[src/rtl/triangle_similarity_match_assert.svh]
// Assertion macros used by the triangle similarity match top level
`ifndef TRIANGLE_SIMILARITY_MATCH_ASSERT_SVH
`define TRIANGLE_SIMILARITY_MATCH_ASSERT_SVH

// same-cycle implication, checked out of reset
`define TRSM_ASSERT_IMPLY(label, clk, rst_n, ante, cons, msg) \
  label: assert property (@(posedge clk) disable iff (!rst_n) (ante) |-> (cons)) \
    else $error(msg);

// next-cycle implication, checked out of reset
`define TRSM_ASSERT_NEXT(label, clk, rst_n, ante, cons, msg) \
  label: assert property (@(posedge clk) disable iff (!rst_n) (ante) |=> (cons)) \
    else $error(msg);

`endif

[src/rtl/trsm_fifo.sv]
// Small register queue used as the hand-off queue and the result queue
module trsm_fifo #(
  parameter int WIDTH = 8,
  parameter int DEPTH = 2
) (
  input  logic             clk,
  input  logic             rst_n,
  input  logic             push,
  input  logic [WIDTH-1:0] wr_data,
  output logic             full,
  input  logic             pop,
  output logic [WIDTH-1:0] rd_data,
  output logic             empty
);
  localparam int AW = (DEPTH > 1) ? $clog2(DEPTH) : 1;
  localparam int CW = $clog2(DEPTH + 1);

  logic [WIDTH-1:0] mem_r [DEPTH];
  logic [AW-1:0]    wr_ptr_r, rd_ptr_r;
  logic [CW-1:0]    count_r;
  logic             do_push, do_pop;

  assign full    = (count_r == CW'(DEPTH));
  assign empty   = (count_r == '0);
  assign do_push = push && !full;
  assign do_pop  = pop && !empty;
  assign rd_data = mem_r[rd_ptr_r];

  always_ff @(posedge clk) begin
    if (do_push) begin
      mem_r[wr_ptr_r] <= wr_data;
    end
  end

  always_ff @(posedge clk) begin
    if (!rst_n) begin
      wr_ptr_r <= '0;
      rd_ptr_r <= '0;
      count_r  <= '0;
    end else begin
      if (do_push) begin
        wr_ptr_r <= (wr_ptr_r == AW'(DEPTH - 1)) ? '0 : wr_ptr_r + 1'b1;
      end
      if (do_pop) begin
        rd_ptr_r <= (rd_ptr_r == AW'(DEPTH - 1)) ? '0 : rd_ptr_r + 1'b1;
      end
      if (do_push && !do_pop) begin
        count_r <= count_r + 1'b1;
      end else if (do_pop && !do_push) begin
        count_r <= count_r - 1'b1;
      end
    end
  end
endmodule

[config.mk]
export PLATFORM = sky130hd
export DESIGN_NAME = trsm_fifo
export DESIGN_NICKNAME = d
export VERILOG_FILES = /design/src/rtl/triangle_similarity_match_assert.svh /design/src/rtl/trsm_fifo.sv
export SDC_FILE = /design/constraint.sdc
export NUM_CORES = 1
export LEC_CHECK = 0
export BUFFER_PORTS_ARGS = -buffer_cell sky130_fd_sc_hd__buf_2
export CAP_MARGIN = 5
export CORE_MARGIN = 5
export CORE_UTILIZATION = 42
export CTS_CLUSTER_DIAMETER = 80
export DETAILED_ROUTE_END_ITERATION = 12
export PLACE_DENSITY_LB_ADDON = 0.25
export SETUP_SLACK_MARGIN = 0.3
export SLEW_MARGIN = 20
export SYNTH_ARGS = -nofsm -noshare
export SYNTH_HDL_FRONTEND = slang
export SYNTH_SLANG_ARGS = --single-unit
[constraint.sdc]
create_clock -name clk -period 2.1 [get_ports clk]
set_clock_uncertainty 0.2 [all_clocks]
set_input_delay 0.105 -clock clk [delete_from_list [all_inputs] [get_ports clk]]
set_output_delay 0.105 -clock clk [all_outputs]
set_load 0.03 [all_outputs]
==> results.ini <==
[finish]
nets = 100
area_growth_pct = 35.1
multiInputGateArea_um2 = 224
seqCellArea_um2 = 583
drive_above_1_share = 0.465
nFillCells = 155
diodes = 0

[cts]
clkTransAtPathRegs_ps = 110
root_buffer = clkbuf_4
cts_setup_buffers = 0
clock_sinks = 21
cts_htree_levels = 1
cts_tree = done
clock_latency_ps = 300
clockBufferDepth = 2
numCtsBuffers = 3

[global_route]
grt_pass1_vias = 507
grt_max_degree = 13
antenna_found_initial = 0
grt_pass1_wl_um = 2080
track_usage = 0.108
grt.overflow.total = 0

[synthesis]
synth_area_leader_cell = edfxtp_1
syn_avg_cell_area_um2 = 16.2
ys_types = 20
ys_top_cells_by_count = edfxtp_1 (16), mux2_2 (8), dfxtp_1 (5)
async_flop_share = 0
synth_ff_type = edfxtp_1
synth_area_leaders = edfxtp_1 (59%), dfxtp_1 (12%), mux2_2 (11%), and2_1 (2.3%), xnor2_1 (2.2%)
netlist_area_um2 = 810
synth_edf_count = 16
synth.net_count = 63
yosysMostFrequentCell = edfxtp_1
synth_seq_area_share = 0.717
yosysTopAreaCellShare = 0.594
syn_inst = 50
ys_ff_latch = 21
yosysWarnings = 0

[critical_path]
regToRegEndpoint = count_r[1]
cp-start-kind = register
r2r_start = count_r[1]
worstSetupEndpoint = count_r[1]
worstPathArrival_ps = 1720
cp-startpoint = count_r[1]
end_kind = register
cp.required_ps = 2140
path_class = register to register
r2r_cells = 4
r2r_slack_ps = 430
critPathMaxFanout = 5

[power]
peakVddDrop_v = 0.000639
power_switching_mw = 0.447
pwr-share-clk = 0.145
seqPwrFrac = 0.468
p_total_mw = 1.27
power_leakage_nw = 0.437
power.share.switching = 0.353
pwr-share-comb = 0.387
p_per_area_nw_per_um2 = 1160
p_int_mw = 0.820

[drt]
ant_nets = 0
drt_wl_total_um = 1290
top_layer = met4
met3_length_um = 84
drc = 0
num_vias = 514
wl_met2_um = 679
first_iter_violations = 3
drt-pass1-iter-count = 2
vias_per_cell = 4.63
routedWlPerCell_um = 11.6
wl_met1_um = 510

[timing]
fin_crit_sh = 0.797
hold_violations = 0
fmax_ghz = 0.598
rsz0062_at_grt = yes
fin_tns_setup_ps = 0
relSlewSlack = 0.742
tightest_slew_ps = 388
fin_crit_ps = 1670
drv_slew = 0
finalSetupViolCount = 0

[floorplan]
die-area_um2 = 2910
initial_utilization = 0.454
die_h_um = 53.9
rows = 15
die_x_um = 53.9
coreArea_um2 = 1780
ios = 22

[job]
max_cap_viol_count = 0

[placement]
hpwl_um = 889
gp_congestion = 0.623
port_buffers = 21

[min_path]
hp-class = input pin to register

[run_status]
status = complete, no violations

-- layout by cell type (no fill, tap or decap), types with 2 or more instances in the layout --
cell	instances
edfxtp_1	16
buf_2	21
mux2_2	8
nor2_1	2
and2_1	3
dlygate4sd3_1	10
clkbuf_4	3
dfxtp_1	3
dfxtp_2	2
xnor2_1	2
buf_4	2
-- what timing repair did --
| item | in CTS | in global routing |
|---|---|---|
| hold buffers | 10 | 0 |
| gates resized for setup | 0 | 3 |
| endpoints found under the hold margin | 21 | 0 |
| endpoints found under the setup margin | 0 | 4 |
-- registers in the layout, summed over array words and instances (netlist names), named ones only --
| name | count |
|---|---|
| mem_r | 16 |
| count_r | 2 |
| rd_ptr_r | 1 |
| wr_ptr_r | 1 |
-- final cells by class --
cell class                      instances  area share
Tap cell                               25      0.0286
Clock inverter                          1     0.00458
Timing Repair Buffer                   33       0.201
Multi-Input combinational cell         26       0.205
Clock buffer                            3      0.0206
Inverter                                2     0.00686
Sequential cell                        21       0.533
-- worst min path at each step --
| stage | startpoint | to | slack (ps) | cells past startpoint |
|---|---|---|---|---|
| 2_1_floorplan | wr_data[0] | mem_r[0][0] | 4 | 0 |
| 3_3_place_gp | wr_data[7] | mem_r[0][7] | 90 | 1 |
| 3_5_place_dp | wr_data[7] | mem_r[1][7] | 100 | 1 |
| 4_1_cts | pop | register | 70 | 4 |
| 5_1_grt | pop | register | 70 | 4 |
| 6_report | pop | register | 60 | 4 |
-- cell families after synthesis --
logic type,synth area share
muxes,0.111
DFF,0.717
xor gates and xnor gates,0.0325
and+or+nand+nor,0.0680
adders and majority gates,0.0155
AOI/OAI and AO/OA,0.0402
buffers and inverters,0.0154
-- power groups by stage --
stage	sequential, mW	combinational (mW)	clock (mW)
2_1_floorplan	0.566	0.373	0
3_3_place_gp	0.592	0.464	0
3_5_place_dp	0.595	0.474	0
4_1_cts	0.587	0.490	0.193
5_1_grt	0.604	0.534	0.219
6_report	0.593	0.491	0.183
-- routing by layer --
| layer | vias up | track usage |
|---|---|---|
| met5 | - | 0 |
| met4 | 0 | 0.0383 |
| met3 | 2 | 0.0554 |
| met2 | 16 | 0.196 |
| met1 | 240 | 0.103 |
| li1 | 256 | - |
-- through the flow --
| step | hold WS, ps | area, µm² | instances | setup slack, ps | utilization |
|---|---|---|---|---|---|
| floorplan | 3.87 | 810 | 50 | 348 | - |
| global placement | 92.2 | 956 | 97 | 420 | 0.536 |
| detailed placement | 95.7 | 956 | 97 | 356 | 0.536 |
| CTS | 65.7 | 1080 | 111 | 345 | 0.608 |
| global route | 70.5 | 1090 | 111 | 291 | 0.613 |
| finish | 64.5 | 1090 | 111 | 426 | 0.613 |
-- critical path: stages, from the launching register on --
cell	delay [ps]
dfxtp_1	430
o21ai_1	140
ha_1	350
or3_1	350
a21boi_1	130
Note: power is estimated with default switching activity, not from simulation.
