--- src/rtl/triangle_similarity_match_assert.svh ---
// Assertion macros used by the triangle similarity match top level
`ifndef TRIANGLE_SIMILARITY_MATCH_ASSERT_SVH
`define TRIANGLE_SIMILARITY_MATCH_ASSERT_SVH

// same-cycle implication, checked out of reset
`define TRSM_ASSERT_IMPLY(label, clk, rst_n, ante, cons, msg) \
  label: assert property (@(posedge clk) disable iff (!rst_n) (ante) |-> (cons)) \
    else $error(msg);

// next-cycle implication, checked out of reset
`define TRSM_ASSERT_NEXT(label, clk, rst_n, ante, cons, msg) \
  label: assert property (@(posedge clk) disable iff (!rst_n) (ante) |=> (cons)) \
    else $error(msg);

`endif

--- src/rtl/trsm_pkg.sv ---
// Types and constants of the triangle similarity match block
package trsm_pkg;

  localparam int COORD_BITS    = 12;
  localparam int LEN_FRAC      = 8;
  localparam int D2W           = 2 * COORD_BITS + 1;
  localparam int LEN_W         = (D2W + 2 * LEN_FRAC + 1) / 2;
  localparam int FRAC_BITS_DEF = 16;
  localparam int TOL_W         = 20;
  localparam logic [TOL_W-1:0] TOL_RESET = TOL_W'(655);
  localparam int IDX_W         = 2;
  localparam int MID_DEPTH_DEF = 2;
  localparam int OUT_DEPTH_DEF = 2;

  localparam logic [IDX_W-1:0] SIDE0 = 2'd0;
  localparam logic [IDX_W-1:0] SIDE1 = 2'd1;
  localparam logic [IDX_W-1:0] SIDE2 = 2'd2;
  localparam logic [IDX_W-1:0] SIDE_NONE = 2'd3;

  typedef struct packed {
    logic [COORD_BITS-1:0] ref_x0;
    logic [COORD_BITS-1:0] ref_y0;
    logic [COORD_BITS-1:0] ref_x1;
    logic [COORD_BITS-1:0] ref_y1;
    logic [COORD_BITS-1:0] ref_x2;
    logic [COORD_BITS-1:0] ref_y2;
    logic [COORD_BITS-1:0] cand_x0;
    logic [COORD_BITS-1:0] cand_y0;
    logic [COORD_BITS-1:0] cand_x1;
    logic [COORD_BITS-1:0] cand_y1;
    logic [COORD_BITS-1:0] cand_x2;
    logic [COORD_BITS-1:0] cand_y2;
  } in_item_t;

  typedef struct packed {
    logic             is_similar;
    logic [IDX_W-1:0] match_first;
    logic [IDX_W-1:0] match_second;
    logic [IDX_W-1:0] match_third;
    logic             degenerate;
  } out_item_t;

  // squared side lengths and degenerate flag handed from front to back
  typedef struct packed {
    logic [2:0][D2W-1:0] ref_d2;
    logic [2:0][D2W-1:0] cand_d2;
    logic                degenerate;
  } mid_item_t;

endpackage

--- src/rtl/trsm_front.sv ---
// Front end: takes triangle pairs, forms squared side lengths, flags degenerate candidates
module trsm_front (
  input  logic               clk,
  input  logic               rst_n,
  input  logic               accept,
  input  trsm_pkg::in_item_t in_item,
  input  logic               mid_taken,
  output logic               valid,
  output trsm_pkg::mid_item_t mid_item
);
  import trsm_pkg::*;

  logic      valid_r;
  mid_item_t item_r, item_nxt;

  function automatic logic [D2W-1:0] sq_len(input logic [COORD_BITS-1:0] xa,
                                            input logic [COORD_BITS-1:0] ya,
                                            input logic [COORD_BITS-1:0] xb,
                                            input logic [COORD_BITS-1:0] yb);
    logic [COORD_BITS-1:0]   dx, dy;
    logic [2*COORD_BITS-1:0] px, py;
    dx = (xa > xb) ? xa - xb : xb - xa;
    dy = (ya > yb) ? ya - yb : yb - ya;
    px = dx * dx;
    py = dy * dy;
    return D2W'(px) + D2W'(py);
  endfunction

  always_comb begin
    item_nxt.ref_d2[0]  = sq_len(in_item.ref_x1, in_item.ref_y1, in_item.ref_x2, in_item.ref_y2);
    item_nxt.ref_d2[1]  = sq_len(in_item.ref_x0, in_item.ref_y0, in_item.ref_x2, in_item.ref_y2);
    item_nxt.ref_d2[2]  = sq_len(in_item.ref_x0, in_item.ref_y0, in_item.ref_x1, in_item.ref_y1);
    item_nxt.cand_d2[0] = sq_len(in_item.cand_x1, in_item.cand_y1,
                                 in_item.cand_x2, in_item.cand_y2);
    item_nxt.cand_d2[1] = sq_len(in_item.cand_x0, in_item.cand_y0,
                                 in_item.cand_x2, in_item.cand_y2);
    item_nxt.cand_d2[2] = sq_len(in_item.cand_x0, in_item.cand_y0,
                                 in_item.cand_x1, in_item.cand_y1);
    item_nxt.degenerate = (item_nxt.cand_d2[0] == '0) || (item_nxt.cand_d2[1] == '0) ||
                          (item_nxt.cand_d2[2] == '0);
  end

  always_ff @(posedge clk) begin
    if (accept) begin
      item_r <= item_nxt;
    end
  end

  always_ff @(posedge clk) begin
    if (!rst_n) begin
      valid_r <= 1'b0;
    end else if (accept) begin
      valid_r <= 1'b1;
    end else if (mid_taken) begin
      valid_r <= 1'b0;
    end
  end

  assign valid    = valid_r;
  assign mid_item = item_r;
endmodule

--- config.mk ---
export PLATFORM = sky130hd
export DESIGN_NAME = trsm_front
export DESIGN_NICKNAME = d
export VERILOG_FILES = /design/src/rtl/triangle_similarity_match_assert.svh /design/src/rtl/trsm_pkg.sv /design/src/rtl/trsm_front.sv
export SDC_FILE = /design/constraint.sdc
export NUM_CORES = 2
export LEC_CHECK = 0
export BUFFER_PORTS_ARGS = -buffer_cell sky130_fd_sc_hd__clkbuf_2
export CAP_MARGIN = 10
export CELL_PAD_IN_SITES_DETAIL_PLACEMENT = 1
export CELL_PAD_IN_SITES_GLOBAL_PLACEMENT = 1
export CORE_ASPECT_RATIO = 0.6
export CORE_MARGIN = 3
export CORE_UTILIZATION = 40
export CTS_CLUSTER_DIAMETER = 120
export CTS_CLUSTER_SIZE = 25
export DETAILED_ROUTE_END_ITERATION = 8
export PLACE_DENSITY_LB_ADDON = 0.05
export SYNTH_ARGS = -nofsm -noshare
export SYNTH_HDL_FRONTEND = slang
export SYNTH_SLANG_ARGS = --single-unit
--- constraint.sdc ---
create_clock -name clk -period 15.3 [get_ports clk]
set_clock_uncertainty 0.15 [all_clocks]
set_input_delay 0.765 -clock clk [delete_from_list [all_inputs] [get_ports clk]]
set_output_delay 0.765 -clock clk [all_outputs]
set_load 0.03 [all_outputs]
==> impl_metrics.py <==
metrics = {
    "status": {
        "status": "finished clean",
    },
    "logic_synthesis": {
        "async_flop_share_pct": 0,
        "synth.area.top_cells": "fa_1 (39%), ha_1 (18%), inv_1 (11%)",
        "syn-num-nets": 9074,
        "synth_top_area_share_pct": 38.9,
        "synth_top_area_cell": "fa_1",
        "syn_avg_cell_area_um2": 9.24,
        "synth_ff_type": "edfxtp_1",
        "synth-edff-count": 151,
        "synth_common_cells": "inv_1 (1,807), fa_1 (1,219), ha_1 (913)",
        "ys_ff_latch": 152,
        "yosys_warnings": 0,
        "yosysSeqAreaShare_pct": 7.25,
        "syn_inst": 6794,
        "synth_most_common_cell": "inv_1",
        "synthDistinctLibCells": 79,
        "netlist_area_mm2": 0.0628,
    },
    "floorplan": {
        "rows": 111,
        "start_util_pct": 40.7,
        "coreArea_mm2": 0.154,
        "die_area_mm2": 0.162,
        "fp.dieW_um": 517,
        "die_h_um": 313,
        "io_pins": 300,
    },
    "placed_design": {
        "gp_congestion": 0.916,
        "port_buffers": 299,
        "hpwl_um": 182000,
    },
    "cts": {
        "clk_pin_slew_ns": 0.08,
        "postCtsSetupRepairBufs": 0,
        "clockRootBuffer": "clkbuf_16",
        "post_cts_resized": 0,
        "postCtsHoldBufs": 0,
        "numCtsBuffers": 17,
        "cts_max_path_buffers": 2,
        "h-tree-depth": 4,
        "clock_latency_ns": 0.56,
        "tritoncts": "built",
        "cts.sinks": 152,
    },
    "worst_setup_path": {
        "crit_type": "input pin to flop",
        "cp-start-kind": "input pin",
        "arrival_ns": 12.44,
        "critical_path.max_fanout": 17,
        "cp.required_ns": 15.58,
        "slowest_delay_ns": 0.71,
        "crit_path_frequent_cell": "fa_1",
        "end_kind": "flop",
        "cpMaxStageDelayCell": "or4b_2",
    },
    "global_routing": {
        "grt_pass1_vias": 50739,
        "antenna_found_initial": 9,
        "grt_max_degree": 72,
        "grt.total_usage_pct": 26.1,
        "grt-ovfl-total": 0,
        "grt_pass1_wl_um": 320000,
    },
    "route": {
        "ant_nets": 0,
        "remaining_drc_errors": 0,
        "wl_per_cell_um": 22.3,
        "avgViaCountPerCell": 5.04,
        "drt_iter0_drc": 2891,
        "routed_wl_um": 204000,
        "num_vias": 46185,
        "drt-pass1-iter-count": 5,
    },
    "final_layout": {
        "area_delta_synth_final_pct": 8.23,
        "final_nets": 9343,
        "drive_gt1_share_pct": 9.57,
        "fill_cells": 17974,
    },
    "timing": {
        "rsz0062_at_grt": "false",
        "setup_tns_ns": 0,
        "slew_headroom_pct": 21.0,
        "drv_slew": 0,
        "achievable-frequency_mhz": 82.3,
        "fin_crit_sh_pct": 79.5,
        "period_needed_ns": 12.16,
        "finalHoldViolCount": 0,
        "setup_viol": 0,
        "max_slew.worst_pin.slew_ns": 1.18,
    },
    "hold_path": {
        "hold_path_class": "input pin to flop",
    },
    "flow_run": {
        "maxCapViolations": 0,
    },
}
==> through the flow <==
stage | utilization (%) | hold WS, ns | instances | instance area (um2) | worst slack (ns)
5_1_grt | 44.0 | 0.235 | 9168 | 67900 | 2.61
3_3_place_gp | 43.7 | 0.412 | 9134 | 67400 | 3.02
3_5_place_dp | 43.7 | 0.424 | 9134 | 67400 | 2.74
6_report | 44.0 | 0.254 | 9169 | 67900 | 3.14
2_1_floorplan | - | 0.597 | 6794 | 62800 | 4.77
4_1_cts | 44.0 | 0.182 | 9165 | 67900 | 3.32
==> cells by family after synthesis <==
kind of cell | count (synthesis) | synth area share (%)
muxes | 92 | 1.52
xor gates and xnor gates | 279 | 3.89
adders and majority gates | 2132 | 57.1
DFF | 152 | 7.25
buffers and inverters | 1974 | 11.8
AOI/OAI and AO/OA | 783 | 8.05
and+or+nand+nor | 1382 | 10.4
==> layout make-up <==
| type | count | area (um2) | area share [%] |
|---|---|---|---|
| inverters | 1818 | 6820 | 10.0 |
| flip-flops and latches | 152 | 4550 | 6.70 |
| clock buffers | 17 | 425 | 0.626 |
| well taps | 2090 | 2620 | 3.85 |
| diodes | 4 | 10.0 | 0.0147 |
| repair buffers | 406 | 2310 | 3.40 |
| clock inverters | 14 | 140 | 0.206 |
| multi-input cells | 4668 | 51100 | 75.2 |
==> path summary, 6_finish.rpt <==
path	startpoint	end	slack, ns	cells past startpoint
setup / recovery	in_item[36]	mid_item[0]	3.14	38
hold / removal	rst_n	valid	0.25	2
setup reg to reg	valid	valid	14.46	2
hold reg to reg	valid	valid	0.44	2
==> sequential cells by signal (all words and copies together) (netlist names) <==
register,cells
mid_item,151
valid,1
==> critical path: cells and delay by family <==
kind                       cells  cell delay [ns]
adders and majority gates     10             4.35
AOI/OAI and AO/OA             11             3.23
and+or+nand+nor                7             2.69
buffers and inverters          8             0.73
muxes                          1             0.43
xor gates and xnor gates       1             0.19
==> placed cells by master, fill, tap and decap left out, drive strengths merged, types with 160 or more instances in the layout <==
master and instances:
clkbuf 316, a21oi 234, inv 1817, a21o 160, or2 161, ha 913, xnor2 176, fa 1219
nor2 646, nand2 179
==> per-layer routing <==
metal | wire [um] | GRT usage (%) | share of wire (%) | vias to the layer above
li1 | - | - | - | 21358
met1 | 111000 | 43.3 | 54 | 23834
met2 | 80800 | 35.7 | 40 | 926
met3 | 10800 | 4.10 | 5.3 | 67
met4 | 1840 | 3.42 | 0.90 | 0
met5 | 0 | 0 | 0 | -
Power is left out: the tool's default activity adds up to more than one toggle a clock period on the data nets, which glitch-free logic cannot reach.
